### src/nvadm_pkg.sv
// ----------------------------------------------------------------------------
// nvadm_pkg: shared types and constants
// Register map, operation and result codes, stream widths and helpers for the
// NVMe-style admin register endpoint.
// ----------------------------------------------------------------------------
package nvadm_pkg;

	localparam logic [63:0] MMIO_WINDOW_BYTES = 64'd65536;
	localparam int WIN_W = $clog2(MMIO_WINDOW_BYTES + 64'd1);

	localparam int S_TDATA_W = 296;
	localparam int M_TDATA_W = 272;
	localparam int USER_W    = 3;

	localparam logic [63:0] REG_CAP  = 64'h0000;
	localparam logic [63:0] REG_CC   = 64'h0014;
	localparam logic [63:0] REG_CSTS = 64'h001C;
	localparam logic [63:0] REG_AQA  = 64'h0024;
	localparam logic [63:0] REG_ASQ  = 64'h0028;
	localparam logic [63:0] REG_ACQ  = 64'h0030;
	localparam logic [63:0] REG_DB0  = 64'h1000;
	localparam logic [31:0] CAP_VALUE = 32'h0000_0001;

	localparam logic [63:0] CPL_BEAT0 = 64'hC7C6C5C4C3C2C1C0;
	localparam logic [63:0] CPL_BEAT1 = 64'hCFCECDCCCBCAC9C8;

	localparam logic [63:0] TS_HOST_STEP  = 64'd15;
	localparam logic [63:0] TS_DOORBELL   = 64'd60;
	localparam logic [63:0] TS_READ_RSP   = 64'd45;
	localparam logic [63:0] TS_WRITE_RSP  = 64'd30;
	localparam logic [63:0] TS_RESET_VAL  = 64'd100;
	localparam logic [63:0] TXN_RESET_VAL = 64'd1;

	localparam logic [6:0] DMA_RD_BYTES = 7'd64;
	localparam logic [6:0] BEAT_BYTES   = 7'd8;

	localparam logic [2:0] OP_RESET = 3'd0;
	localparam logic [2:0] OP_WRITE = 3'd1;
	localparam logic [2:0] OP_READ  = 3'd2;
	localparam logic [2:0] OP_DRSP  = 3'd3;
	localparam logic [2:0] OP_WRSP  = 3'd4;

	localparam logic [2:0] KIND_RESET_ACK = 3'd0;
	localparam logic [2:0] KIND_WRITE_ACK = 3'd1;
	localparam logic [2:0] KIND_READ_DATA = 3'd2;
	localparam logic [2:0] KIND_DMA_RD    = 3'd3;
	localparam logic [2:0] KIND_DMA_WR    = 3'd4;
	localparam logic [2:0] KIND_MSIX      = 3'd5;

	localparam logic [1:0] ST_OK       = 2'd0;
	localparam logic [1:0] ST_INV_ADDR = 2'd1;
	localparam logic [1:0] ST_BAD_LEN  = 2'd2;

	localparam logic [1:0] PH_IDLE = 2'd0;
	localparam logic [1:0] PH_RD   = 2'd1;
	localparam logic [1:0] PH_WR   = 2'd2;

	typedef struct packed {
		logic [2:0]  op;
		logic [63:0] txn_id;
		logic [63:0] address;
		logic [63:0] write_data;
		logic [31:0] length;
		logic [6:0]  be_count;
		logic        response_ok;
	} item_t;

	typedef struct packed {
		logic [2:0]  kind;
		logic [63:0] result_txn;
		logic [63:0] result_address;
		logic [1:0]  status;
		logic [63:0] data;
		logic [6:0]  data_bytes;
		logic [63:0] sim_time;
		logic        last;
	} result_t;

	typedef struct packed {
		logic load;
		logic two;
	} load_t;

	function automatic logic in_window(input logic [63:0] addr, input logic [31:0] len);
		logic        addr_ok;
		logic [32:0] sum;
		addr_ok = (addr <= MMIO_WINDOW_BYTES);
		sum = {1'b0, len} + 33'(addr[WIN_W-1:0]);
		return addr_ok && (sum <= 33'(MMIO_WINDOW_BYTES));
	endfunction

endpackage

### src/nvme_like_admin_register_endpoint_top.sv
// ----------------------------------------------------------------------------
// nvme_like_admin_register_endpoint_top: NVMe-style admin register endpoint
// Usage:
//  s_axis carries bus items: tuser is the op code, tdata the item fields.
//  m_axis carries result items: tuser is the result kind, tlast marks the
//  final result caused by one input item.
//  An accepted item is held in the input register, then is decoded and
//  its results are loaded into a two-entry result buffer, from which the
//  first result is offered.
//  Items with one result run at one item per cycle while m_axis does not
//  stall; items with two results (doorbell, DMA read response) are paced
//  by the single output port draining the result buffer. Items without a
//  result never wait for buffer space.
//  When m_axis stalls the buffer holds its results and s_axis_tready drops
//  once the input register is full.
//  Reset initialises the control registers (not the data registers): time
//  stamp 100, next transaction id 1, no DMA chain running, no result pending.
// ----------------------------------------------------------------------------
module nvme_like_admin_register_endpoint_top import nvadm_pkg::*; (
	input  logic                 clk,
	input  logic                 arst_n,
	input  logic                 s_axis_tvalid,
	output logic                 s_axis_tready,
	// txn_id, address, write_data, length, be_mask, response_ok
	input  logic [S_TDATA_W-1:0] s_axis_tdata,
	// op
	input  logic [USER_W-1:0]    s_axis_tuser,
	output logic                 m_axis_tvalid,
	input  logic                 m_axis_tready,
	// result_txn, result_address, status, data, data_bytes, sim_time
	output logic [M_TDATA_W-1:0] m_axis_tdata,
	// kind
	output logic [USER_W-1:0]    m_axis_tuser,
	output logic                 m_axis_tlast
);

	item_t   in_item, item;
	logic    item_valid, take, space;
	load_t   ld;
	result_t res0, res1, out_res;

	always_comb begin
		in_item             = '0;
		in_item.op          = s_axis_tuser;
		in_item.txn_id      = s_axis_tdata[63:0];
		in_item.address     = s_axis_tdata[127:64];
		in_item.write_data  = s_axis_tdata[191:128];
		in_item.length      = s_axis_tdata[223:192];
		in_item.response_ok = s_axis_tdata[288];
	end

	nvadm_in_reg u_in_reg (
		.clk        (clk),
		.arst_n     (arst_n),
		.in_valid   (s_axis_tvalid),
		.in_ready   (s_axis_tready),
		.in_item    (in_item),
		.in_be      (s_axis_tdata[287:224]),
		.take       (take),
		.item_valid (item_valid),
		.item       (item)
	);

	nvadm_core u_core (
		.clk        (clk),
		.arst_n     (arst_n),
		.item_valid (item_valid),
		.item       (item),
		.space      (space),
		.take       (take),
		.ld         (ld),
		.res0       (res0),
		.res1       (res1)
	);

	nvadm_out_buf u_out_buf (
		.clk       (clk),
		.arst_n    (arst_n),
		.ld        (ld),
		.res0      (res0),
		.res1      (res1),
		.space     (space),
		.out_valid (m_axis_tvalid),
		.out_ready (m_axis_tready),
		.out_res   (out_res)
	);

	assign m_axis_tdata = {7'd0, out_res.sim_time, out_res.data_bytes, out_res.data,
		out_res.status, out_res.result_address, out_res.result_txn};
	assign m_axis_tuser = out_res.kind;
	assign m_axis_tlast = out_res.last;

endmodule

### src/nvadm_in_reg.sv
// ----------------------------------------------------------------------------
// nvadm_in_reg: input register
// Captures one input transfer and precomputes the byte-enable count.
// ----------------------------------------------------------------------------
module nvadm_in_reg import nvadm_pkg::*; (
	input  logic        clk,
	input  logic        arst_n,
	input  logic        in_valid,
	output logic        in_ready,
	input  item_t       in_item,
	input  logic [63:0] in_be,
	input  logic        take,
	output logic        item_valid,
	output item_t       item
);

	logic  valid_s1;
	item_t item_s1;
	item_t cap_item;

	assign in_ready   = !valid_s1 || take;
	assign item_valid = valid_s1;
	assign item       = item_s1;

	always_comb begin
		cap_item          = in_item;
		cap_item.be_count = 7'($countones(in_be));
	end

	always_ff @(posedge clk or negedge arst_n) begin
		if (!arst_n) begin
			valid_s1 <= 1'b0;
		end else if (in_valid && in_ready) begin
			valid_s1 <= 1'b1;
		end else if (take) begin
			valid_s1 <= 1'b0;
		end
	end

	always_ff @(posedge clk) begin
		if (in_valid && in_ready) begin
			item_s1 <= cap_item;
		end
	end

endmodule

### src/nvadm_core.sv
// ----------------------------------------------------------------------------
// nvadm_core: register file and DMA chain sequencer
// Decodes the registered item, updates controller state and forms up to two
// result items in one pass.
// ----------------------------------------------------------------------------
module nvadm_core import nvadm_pkg::*; (
	input  logic    clk,
	input  logic    arst_n,
	input  logic    item_valid,
	input  item_t   item,
	input  logic    space,
	output logic    take,
	output load_t   ld,
	output result_t res0,
	output result_t res1
);

	logic [31:0] cc_q, cc_n;
	logic        rdy_q, rdy_n;
	logic [63:0] sq_q, sq_n;
	logic [63:0] cq_q, cq_n;
	logic [31:0] aqa_q, aqa_n;
	logic [1:0]  phase_q, phase_n;
	logic [63:0] await_q, await_n;
	logic [63:0] txn_cnt_q, txn_cnt_n;
	logic [63:0] ts_q, ts_n;

	logic [63:0] ts_host, ts_db, ts_rd, ts_wr;
	logic [63:0] txn_inc;
	logic [1:0]  n_res;
	logic        wr_win, ring;
	logic [1:0]  wr_st;
	logic [31:0] eff_len, rd_len, rd_val;
	logic [1:0]  rd_st;
	logic        rd_bad;
	logic        dma_match;

	assign ts_host = ts_q + TS_HOST_STEP;
	assign ts_db   = ts_host + TS_DOORBELL;
	assign ts_rd   = ts_q + TS_READ_RSP;
	assign ts_wr   = ts_q + TS_WRITE_RSP;
	assign txn_inc = txn_cnt_q + 64'd1;

	assign take    = item_valid && ((n_res == 2'd0) || space);
	assign ld.load = item_valid && (n_res != 2'd0) && space;
	assign ld.two  = (n_res == 2'd2);

	always_comb begin
		cc_n      = cc_q;
		rdy_n     = rdy_q;
		sq_n      = sq_q;
		cq_n      = cq_q;
		aqa_n     = aqa_q;
		phase_n   = phase_q;
		await_n   = await_q;
		txn_cnt_n = txn_cnt_q;
		ts_n      = ts_q;
		n_res     = 2'd0;
		res0      = '0;
		res1      = '0;
		wr_win    = in_window(item.address, item.length);
		ring      = 1'b0;
		wr_st     = ST_OK;
		eff_len   = (item.length == 32'd0) ? 32'(item.be_count) : item.length;
		rd_bad    = !(eff_len == 32'd1 || eff_len == 32'd2 || eff_len == 32'd4 ||
			eff_len == 32'd8);
		rd_len    = rd_bad ? 32'd0 : eff_len;
		rd_st     = rd_bad ? ST_BAD_LEN : ST_OK;
		rd_val    = 32'd0;
		dma_match = (item.txn_id == await_q);

		case (item.op)
			OP_RESET: begin
				ts_n             = ts_host;
				cc_n             = 32'd0;
				rdy_n            = 1'b0;
				sq_n             = 64'd0;
				cq_n             = 64'd0;
				aqa_n            = 32'd0;
				n_res            = 2'd1;
				res0.kind        = KIND_RESET_ACK;
				res0.result_txn  = item.txn_id;
				res0.sim_time    = ts_host;
				res0.last        = 1'b1;
			end
			OP_WRITE: begin
				if (!wr_win) begin
					wr_st = ST_INV_ADDR;
				end else if (item.address == REG_CC && item.length == 32'd4) begin
					cc_n  = item.write_data[31:0];
					rdy_n = item.write_data[0];
				end else if (item.address == REG_ASQ && item.length == 32'd8) begin
					sq_n = item.write_data;
				end else if (item.address == REG_ACQ && item.length == 32'd8) begin
					cq_n = item.write_data;
				end else if (item.address == REG_AQA && item.length == 32'd4) begin
					aqa_n = item.write_data[31:0];
				end else if (item.address == REG_DB0 && item.length == 32'd4) begin
					ring = 1'b1;
				end else if (item.length != 32'd4 && item.length != 32'd8) begin
					wr_st = ST_BAD_LEN;
				end else begin
					wr_st = ST_INV_ADDR;
				end
				res0.kind           = KIND_WRITE_ACK;
				res0.result_txn     = item.txn_id;
				res0.result_address = item.address;
				res0.status         = wr_st;
				res0.sim_time       = ts_host;
				if (ring && phase_q == PH_IDLE) begin
					n_res               = 2'd2;
					res0.last           = 1'b0;
					res1.kind           = KIND_DMA_RD;
					res1.result_txn     = txn_cnt_q;
					res1.result_address = sq_q;
					res1.data_bytes     = DMA_RD_BYTES;
					res1.sim_time       = ts_db;
					res1.last           = 1'b1;
					await_n             = txn_cnt_q;
					txn_cnt_n           = txn_inc;
					phase_n             = PH_RD;
					ts_n                = ts_db;
				end else begin
					n_res     = 2'd1;
					res0.last = 1'b1;
					ts_n      = ts_host;
				end
			end
			OP_READ: begin
				ts_n = ts_host;
				if (!in_window(item.address, rd_len)) begin
					rd_st = ST_INV_ADDR;
				end else if (item.address == REG_CSTS) begin
					rd_val = {31'd0, rdy_q};
				end else if (item.address == REG_CC) begin
					rd_val = cc_q;
				end else if (item.address == REG_AQA) begin
					rd_val = aqa_q;
				end else if (item.address == REG_CAP) begin
					rd_val = CAP_VALUE;
				end else begin
					rd_st = ST_INV_ADDR;
				end
				n_res               = 2'd1;
				res0.kind           = KIND_READ_DATA;
				res0.result_txn     = item.txn_id;
				res0.result_address = item.address;
				res0.status         = rd_st;
				res0.sim_time       = ts_host;
				res0.last           = 1'b1;
				if (rd_st == ST_OK) begin
					res0.data_bytes = rd_len[6:0];
					case (rd_len[3:0])
						4'd1:    res0.data = {56'd0, rd_val[7:0]};
						4'd2:    res0.data = {48'd0, rd_val[15:0]};
						default: res0.data = {32'd0, rd_val};
					endcase
				end
			end
			OP_DRSP: begin
				if (phase_q == PH_RD && dma_match) begin
					if (!item.response_ok) begin
						phase_n = PH_IDLE;
					end else begin
						ts_n                = ts_rd;
						await_n             = txn_cnt_q;
						txn_cnt_n           = txn_inc;
						phase_n             = PH_WR;
						n_res               = 2'd2;
						res0.kind           = KIND_DMA_WR;
						res0.result_txn     = txn_cnt_q;
						res0.result_address = cq_q;
						res0.data           = CPL_BEAT0;
						res0.data_bytes     = BEAT_BYTES;
						res0.sim_time       = ts_rd;
						res1                = res0;
						res1.data           = CPL_BEAT1;
						res1.last           = 1'b1;
					end
				end
			end
			OP_WRSP: begin
				if (phase_q == PH_WR && dma_match) begin
					phase_n = PH_IDLE;
					if (item.response_ok) begin
						ts_n            = ts_wr;
						txn_cnt_n       = txn_inc;
						n_res           = 2'd1;
						res0.kind       = KIND_MSIX;
						res0.result_txn = txn_cnt_q;
						res0.sim_time   = ts_wr;
						res0.last       = 1'b1;
					end
				end
			end
			default: begin
				ts_n = ts_host;
			end
		endcase
	end

	always_ff @(posedge clk or negedge arst_n) begin
		if (!arst_n) begin
			cc_q      <= 32'd0;
			rdy_q     <= 1'b0;
			sq_q      <= 64'd0;
			cq_q      <= 64'd0;
			aqa_q     <= 32'd0;
			phase_q   <= PH_IDLE;
			await_q   <= 64'd0;
			txn_cnt_q <= TXN_RESET_VAL;
			ts_q      <= TS_RESET_VAL;
		end else if (take) begin
			cc_q      <= cc_n;
			rdy_q     <= rdy_n;
			sq_q      <= sq_n;
			cq_q      <= cq_n;
			aqa_q     <= aqa_n;
			phase_q   <= phase_n;
			await_q   <= await_n;
			txn_cnt_q <= txn_cnt_n;
			ts_q      <= ts_n;
		end
	end

	a_idle_stable: assert property (@(posedge clk) disable iff (!arst_n)
		!take |=> $stable(ts_q) && $stable(txn_cnt_q) && $stable(phase_q))
		else $error("core state changed without an item");

	a_chain_start: assert property (@(posedge clk) disable iff (!arst_n)
		(ld.load && ld.two && item.op == OP_WRITE) |=> phase_q == PH_RD)
		else $error("doorbell pair without read phase");

endmodule

### src/nvadm_out_buf.sv
// ----------------------------------------------------------------------------
// nvadm_out_buf: result register
// Two-entry result buffer; presents results one transfer at a time.
// ----------------------------------------------------------------------------
module nvadm_out_buf import nvadm_pkg::*; (
	input  logic    clk,
	input  logic    arst_n,
	input  load_t   ld,
	input  result_t res0,
	input  result_t res1,
	output logic    space,
	output logic    out_valid,
	input  logic    out_ready,
	output result_t out_res
);

	result_t     r0_q, r1_q;
	logic [1:0]  cnt_q;
	logic        pop;

	assign out_valid = (cnt_q != 2'd0);
	assign out_res   = r0_q;
	assign pop       = out_valid && out_ready;
	assign space     = (cnt_q == 2'd0) || (cnt_q == 2'd1 && pop);

	always_ff @(posedge clk or negedge arst_n) begin
		if (!arst_n) begin
			cnt_q <= 2'd0;
		end else if (ld.load) begin
			cnt_q <= ld.two ? 2'd2 : 2'd1;
		end else if (pop) begin
			cnt_q <= cnt_q - 2'd1;
		end
	end

	always_ff @(posedge clk) begin
		if (ld.load) begin
			r0_q <= res0;
			r1_q <= res1;
		end else if (pop) begin
			r0_q <= r1_q;
		end
	end

	a_cnt_range: assert property (@(posedge clk) disable iff (!arst_n)
		cnt_q != 2'd3)
		else $error("result count overflow");

	a_pair_held: assert property (@(posedge clk) disable iff (!arst_n)
		(out_valid && !out_res.last) |-> cnt_q == 2'd2)
		else $error("first result of a pair without its partner");

	a_pop_count: assert property (@(posedge clk) disable iff (!arst_n)
		(pop && !ld.load) |=> cnt_q == 2'($past(cnt_q) - 2'd1))
		else $error("result count not decremented on transfer");

endmodule
### config.mk
export PLATFORM = sky130hd
export DESIGN_NAME = nvme_like_admin_register_endpoint_top
export DESIGN_NICKNAME = d
export VERILOG_FILES = /design/src/nvadm_pkg.sv /design/src/nvme_like_admin_register_endpoint_top.sv /design/src/nvadm_in_reg.sv /design/src/nvadm_core.sv /design/src/nvadm_out_buf.sv
export SDC_FILE = /design/constraint.sdc
export NUM_CORES = 2
export LEC_CHECK = 0
export ABC_CLOCK_PERIOD_IN_PS = 37800
export BUFFER_PORTS_ARGS = -buffer_cell sky130_fd_sc_hd__buf_2
export CAP_MARGIN = 20
export CORE_ASPECT_RATIO = 0.9
export CORE_MARGIN = 4
export CORE_UTILIZATION = 55
export DETAILED_ROUTE_END_ITERATION = 16
export PLACE_DENSITY = 0.76
export SLEW_MARGIN = 40
export SYNTH_ARGS = -nofsm -noshare
export SYNTH_HDL_FRONTEND = slang
export SYNTH_SLANG_ARGS = --single-unit
export TNS_END_PERCENT = 100
### constraint.sdc
create_clock -name clk -period 37.8 [get_ports clk]
set_clock_uncertainty 0.2 [all_clocks]
set_input_delay 3.78 -clock clk [delete_from_list [all_inputs] [get_ports clk]]
set_output_delay 3.78 -clock clk [all_outputs]
set_load 0.03 [all_outputs]
# After elaboration in Yosys (flattened, before gate mapping)
# Index checks and enable logic that the tools add are counted.
[classes] add_sub_neg=71 order_cmp=3 eq_ne=38 mux=104 reduce_logical=49
[op_table] cell="two-way mux 64 bit" count=19
[op_table] cell="two-way mux 269 bit" count=4
[op_table] cell="one-hot mux 64 bit (3 select lines)" count=3
[op_table] cell="one-hot mux 64 bit (2 select lines)" count=4
[op_table] cell="two-way mux 32 bit" count=13
[op_table] cell="one-hot mux 67 bit (5 select lines)" count=1
[op_table] cell="two-way mux 135 bit" count=2
[op_table] cell="two-way mux 131 bit" count=2
[op_table] cell="one-hot mux 131 bit (2 select lines)" count=1
[op_table] cell="adder 7 bit" count=31
[op_table] cell="equality test 64 x 6 -> 1 bit (second input constant)" count=3
[op_table] cell="one-hot mux 32 bit (2 select lines)" count=3
[op_table] cell="one-hot mux 72 bit (2 select lines)" count=1
[op_table] cell="one-hot mux 71 bit (2 select lines)" count=1
[op_table] cell="two-way mux 67 bit" count=2
[op_table] cell="two-way mux 130 bit" count=1
[op_table] cell="two-way mux 65 bit" count=2
[op_table] cell="adder 64 x 6 -> 64 bit (second input constant)" count=2
[op_table] cell="equality test 64 x 5 -> 1 bit (second input constant)" count=2
[op_table] cell="two-way mux 72 bit" count=1
[op_table] cell="adder 32 x 17 -> 33 bit" count=2
[op_table] cell="less-or-equal comparator 33 x 17 -> 1 bit (second input constant)" count=2
[op_table] cell="adder 1 x 1 -> 2 bit" count=32
[op_table] cell="adder 64 x 1 -> 64 bit (second input constant)" count=1
[op_table] cell="other kinds (45)" count=130
[totals] reg_bits=1163 in_bits=303

# Longest topological paths before layout
[depth] ltp_word=18 mapped_depth=24

# Modules after synthesis
# From an unflattened synthesis, not the netlist that was laid out.
[unflattened] hier_cells=5190 hier_area_um2=62087.0
[modules_own_cells] mod="nvadm_core" instances=1 cells_per_inst=3916 area_per_inst_um2=32578.7
[modules_own_cells] mod="nvadm_out_buf" instances=1 cells_per_inst=855 area_per_inst_um2=20628.5
[modules_own_cells] mod="nvadm_in_reg" instances=1 cells_per_inst=411 area_per_inst_um2=8823.5
[modules_own_cells] mod="nvme_like_admin_register_endpoint_top" instances=1 cells_per_inst=8 area_per_inst_um2=56.3

# Least setup slack after synthesis
# Ideal clock, no wire load.
[synth_timing] kind="in2reg" startpoint="input m_axis_tready" endpoint="register u_in_reg.item_s1, in the netlist u_in_reg.item[0], enable pin" setup_time_ns=0.861 t_arrival_ns=14.300 setup_slack_ns=22.439 cell_stages=4 n_path_buf=0 cell_sequence="a21oi_1 > nand2_1 > nor2_1 > nor2b_1"
[synth_via] elab_chain_cells=7
[synth_lines] element="start, declared" line_no="nvme_like_admin_register_endpoint_top.sv:29" rtl="input logic m_axis_tready,"
[synth_lines] element="logical AND 1 bit" line_no="nvadm_out_buf.sv:23" rtl="assign pop = out_valid && out_ready;"
[synth_lines] element="logical AND 1 bit" line_no="nvadm_out_buf.sv:24" rtl="assign space = (cnt_q == 2'd0) || (cnt_q == 2'd1 && pop);"
[synth_lines] element="logical OR 1 bit" line_no="nvadm_out_buf.sv:24"
[synth_lines] element="logical OR 1 bit" line_no="nvadm_core.sv:44" rtl="assign take = item_valid && ((n_res == 2'd0) || space);"
[synth_lines] element="logical AND 1 bit" line_no="nvadm_core.sv:44"
[synth_lines] element="logical OR 1 bit" line_no="nvadm_in_reg.sv:21" rtl="assign in_ready = !valid_s1 || take;"
[synth_lines] element="logical AND 1 bit" line_no="nvadm_in_reg.sv:41" rtl="if (in_valid && in_ready) begin"
[synth_lines] element="end signal, assigned" line_no="nvadm_in_reg.sv:42" rtl="item_s1 <= cap_item;"
[synth_lines] element="end, declared" line_no="nvadm_in_reg.sv:18" rtl="item_t item_s1;"
# No other way between the ends.
# A chain may end at the register's enable or synchronous reset.

# Worst setup path after layout
[layout_timing] startpoint="input m_axis_tready" endpoint="output s_axis_tready"
[layout_via] elab_chain_cells=6
[layout_lines] element="logical AND 1 bit" line_no="nvadm_out_buf.sv:23"
[layout_lines] element="logical AND 1 bit" line_no="nvadm_out_buf.sv:24"
[layout_lines] element="logical OR 1 bit" line_no="nvadm_out_buf.sv:24"
[layout_lines] element="logical OR 1 bit" line_no="nvadm_core.sv:44"
[layout_lines] element="logical AND 1 bit" line_no="nvadm_core.sv:44"
[layout_lines] element="logical OR 1 bit" line_no="nvadm_in_reg.sv:21"
[layout_lines] element="end, declared" line_no="nvme_like_admin_register_endpoint_top.sv:23" rtl="output logic s_axis_tready,"
# No other way between the ends.

==> results.cfg <==
[status]
outcome = completed

[synthesis]
ys_warn_count = 0
synthMuxAreaShare = 0.0180
synthXorXnorAreaFrac = 0.0525
synthArstFlopShare = 0.367
synth_top_area_frac = 0.359
yosys_register_bits = 1059
synth_edf_count = 670
syn-cell-area_sq_mm = 0.0561
synthAdderAreaFrac = 0.0415
synth_ff_type = edfxtp_1
yosysTopAreaCell = edfxtp_1
ys_seq_area_frac = 0.533
synth_top_family_by_area = compound AO/OA/AOI/OAI gates
synth-compound-area-share = 0.167
synthSimpleGateAreaFrac = 0.147
synthTopCellsByArea = edfxtp_1 36%, dfrtp_1 17%, o21ai_0 4.5%
postSynthCellCount = 5325
ys_types = 99
syn_area_per_cell_sq_um = 10.5

[worst_setup_path]
cp_slowest_cell = nor2_1
slowest_delay_ns = 0.27
end_kind = output pin
r2r_slack_ns = 30.57
critical-path-top-delay-family = buffers and inverters
cp_cell_sequence = buf_2 > a21oi_1 > nand2_1 > nor2_1 > inv_1 > buf_2
crit_start = m_axis_tready
crit_path_frequent_cell = buf_2
reg2reg_to = u_out_buf.out_res[99]
worstSetupPathType = input pin to output pin
r2r-start = u_in_reg.item[32]
cp.arrival_ns = 4.85
r2r_cells = 22
cp.buffers_inverters = 3
cp-start-kind = input pin
worst-path-max-fanout = 3
cp.required_ns = 33.82

[final_layout]
final_nets = 6153
layout-drive-gt1-share = 0.171
area_delta_synth_final_pct = 13.5
num-fill-cells = 8019
final_common_cell = edfxtp_1
layout_common_cells = 670 x edfxtp_1, 553 x buf_2, 535 x nand2_1, 499 x o21ai_0, 385 x dfrtp_1

[sta]
worst_slew_pin_slew_ns = 0.934
slew_headroom = 0.378
post-route-min-period_ns = 8.83
tns_ns = 0
fin_crit_sh = 0.234
rsz0062_at_grt = false
setup_violations = 0
drv_slew = 0
max_freq_ghz = 0.113
setup_ws_ns = 28.97
hold_viol = 0

[routing]
vias_per_cell = 6.57
first_pass_iters = 6
drc = 0
vias = 46904
ant_nets = 0
initialDrtViolationCount = 6667
avgRoutedWirePerCell_um = 27.1
drt_wl_total_um = 193000

[global_routing]
grtUsageMet2 = 0.533
grt.busiest_layer = met2
grt_first_pass_wirelength_um = 285000
grt_usage = 0.351
grt_pass1_vias = 44993
met3_usage = 0.0847
overflow = 0
grt_use_met1 = 0.473
grt_max_degree = 182
antenna_found_initial = 11

[place]
gp_congestion = 1.04
post-dp-hpwl_um = 131000
pre_cts_ws_ns = 28.29
io_buffer_count = 554

[flow_run]
cap_viol_max_count = 0

[die]
io_pins = 581
dieWidth_um = 345
die-area_sq_mm = 0.107
start_util = 0.557
coreArea_sq_mm = 0.101
die_h_um = 311
rows = 110

[clocking]
ctsResizeCount = 0
htreeDepth = 3
clock-root-buffer = clkbuf_16
cts.sinks = 1059
cts_buffer_depth = 3
cts_hold_buf = 0
clk_pin_slew_ns = 0.06
cts_buffers = 103
cts_setup_buffers = 0
insertion_delay_ns = 0.73
cts_tree = yes

[min_path]
hold_end = u_core.cc_q[30]
hp-start = u_core.cc_q[30]
hold_path_class = register to register
whs_path_depth = 1

[power]
p_leak_nw = 25.0
peakVddDrop_mv = 0.146
p_per_area_mw_per_mm2 = 64.7
## cell usage after synthesis, types with 33 or more instances
library cell  instances
nand3_1             260
nor3_1               97
a31oi_1              40
o21ai_0             499
buf_4                44
dfrtp_1             385
and3_1               37
fa_1                 62
xnor2_1             164
mux2_2               71
nand2_1             540
edfxtp_1            670
ha_1                 87
nor4_1               74
a22o_1               83
clkbuf_1            297
buf_1                36
xor2_1              170
and2_1               79
a21oi_1             200
a22oi_1             200
inv_1               149
a221oi_1             33
nand4_1              78
o22ai_1              88
o2bb2ai_1            40
or3_1                37
nor2_1              329
## cell type report
cell class	instances	area, sq um	share of cell area
Sequential cell	1059	29900	0.469
Multi-Input combinational cell	3738	24300	0.382
Timing Repair Buffer	645	3690	0.0579
Clock buffer	135	2740	0.0430
Tap cell	1344	1680	0.0264
Clock inverter	59	747	0.0117
Inverter	154	598	0.00940
Antenna cell	7	17.5	0.000275
## logic make-up after synthesis
group / Yosys count
multiplexers: 92
XOR/XNOR: 335
flip-flops: 1059
other: 1
adder cells (fa/ha/maj): 149
buffers and inverters: 561
AO/OA/AOI/OAI: 1439
AND/OR/NAND/NOR: 1689
## per-layer routing
layer | wire, um | vias to the layer above
met5 | 34 | -
met4 | 11700 | 6
met3 | 21600 | 638
met2 | 87000 | 3087
met1 | 73100 | 22779
li1 | - | 20394
## sequential cells by signal, indices dropped and copies added, names as in the netlist
register             count
u_core.phase_q           2
u_core.txn_cnt_q        64
u_core.await_q          64
u_in_reg.item          235
u_core.aqa_q            32
u_out_buf.r1_q         196
u_out_buf.out_res      239
u_core.ts_q             64
u_out_buf.cnt_q          2
u_core.cq_q             64
u_core.cc_q             32
u_core.sq_q             64
u_in_reg.item_valid      1
## per-stage QoR
step / utilization / hold WS, ns / instance area (sq um) / instances / power (mW)
after floorplan: - / 0.256 / 56200 / 5358 / 2.67
after CTS: 0.631 / 0.293 / 63500 / 7131 / 4.11
after global routing: 0.633 / 0.298 / 63600 / 7138 / 4.34
after global placement: 0.594 / 0.272 / 59800 / 6930 / 3.00
final: 0.633 / 0.292 / 63700 / 7141 / 4.12
after detailed placement: 0.597 / 0.274 / 60000 / 6937 / 3.04
## worst max path at each step
stage	endpoint	cells past startpoint
after global routing	u_in_reg.item[6]	20
after global placement	u_in_reg.item[6]	20
final	s_axis_tready	6
after floorplan	u_in_reg.item[0]	4
after CTS	s_axis_tready	6
after detailed placement	u_in_reg.item[6]	20
## report_power, final
| group | switching [mW] | internal [mW] |
|---|---|---|
| clock network | 0.468 | 0.606 |
| logic | 0.906 | 0.497 |
| registers | 0.183 | 1.46 |
No activity file was read; power rests on OpenSTA's default activity.
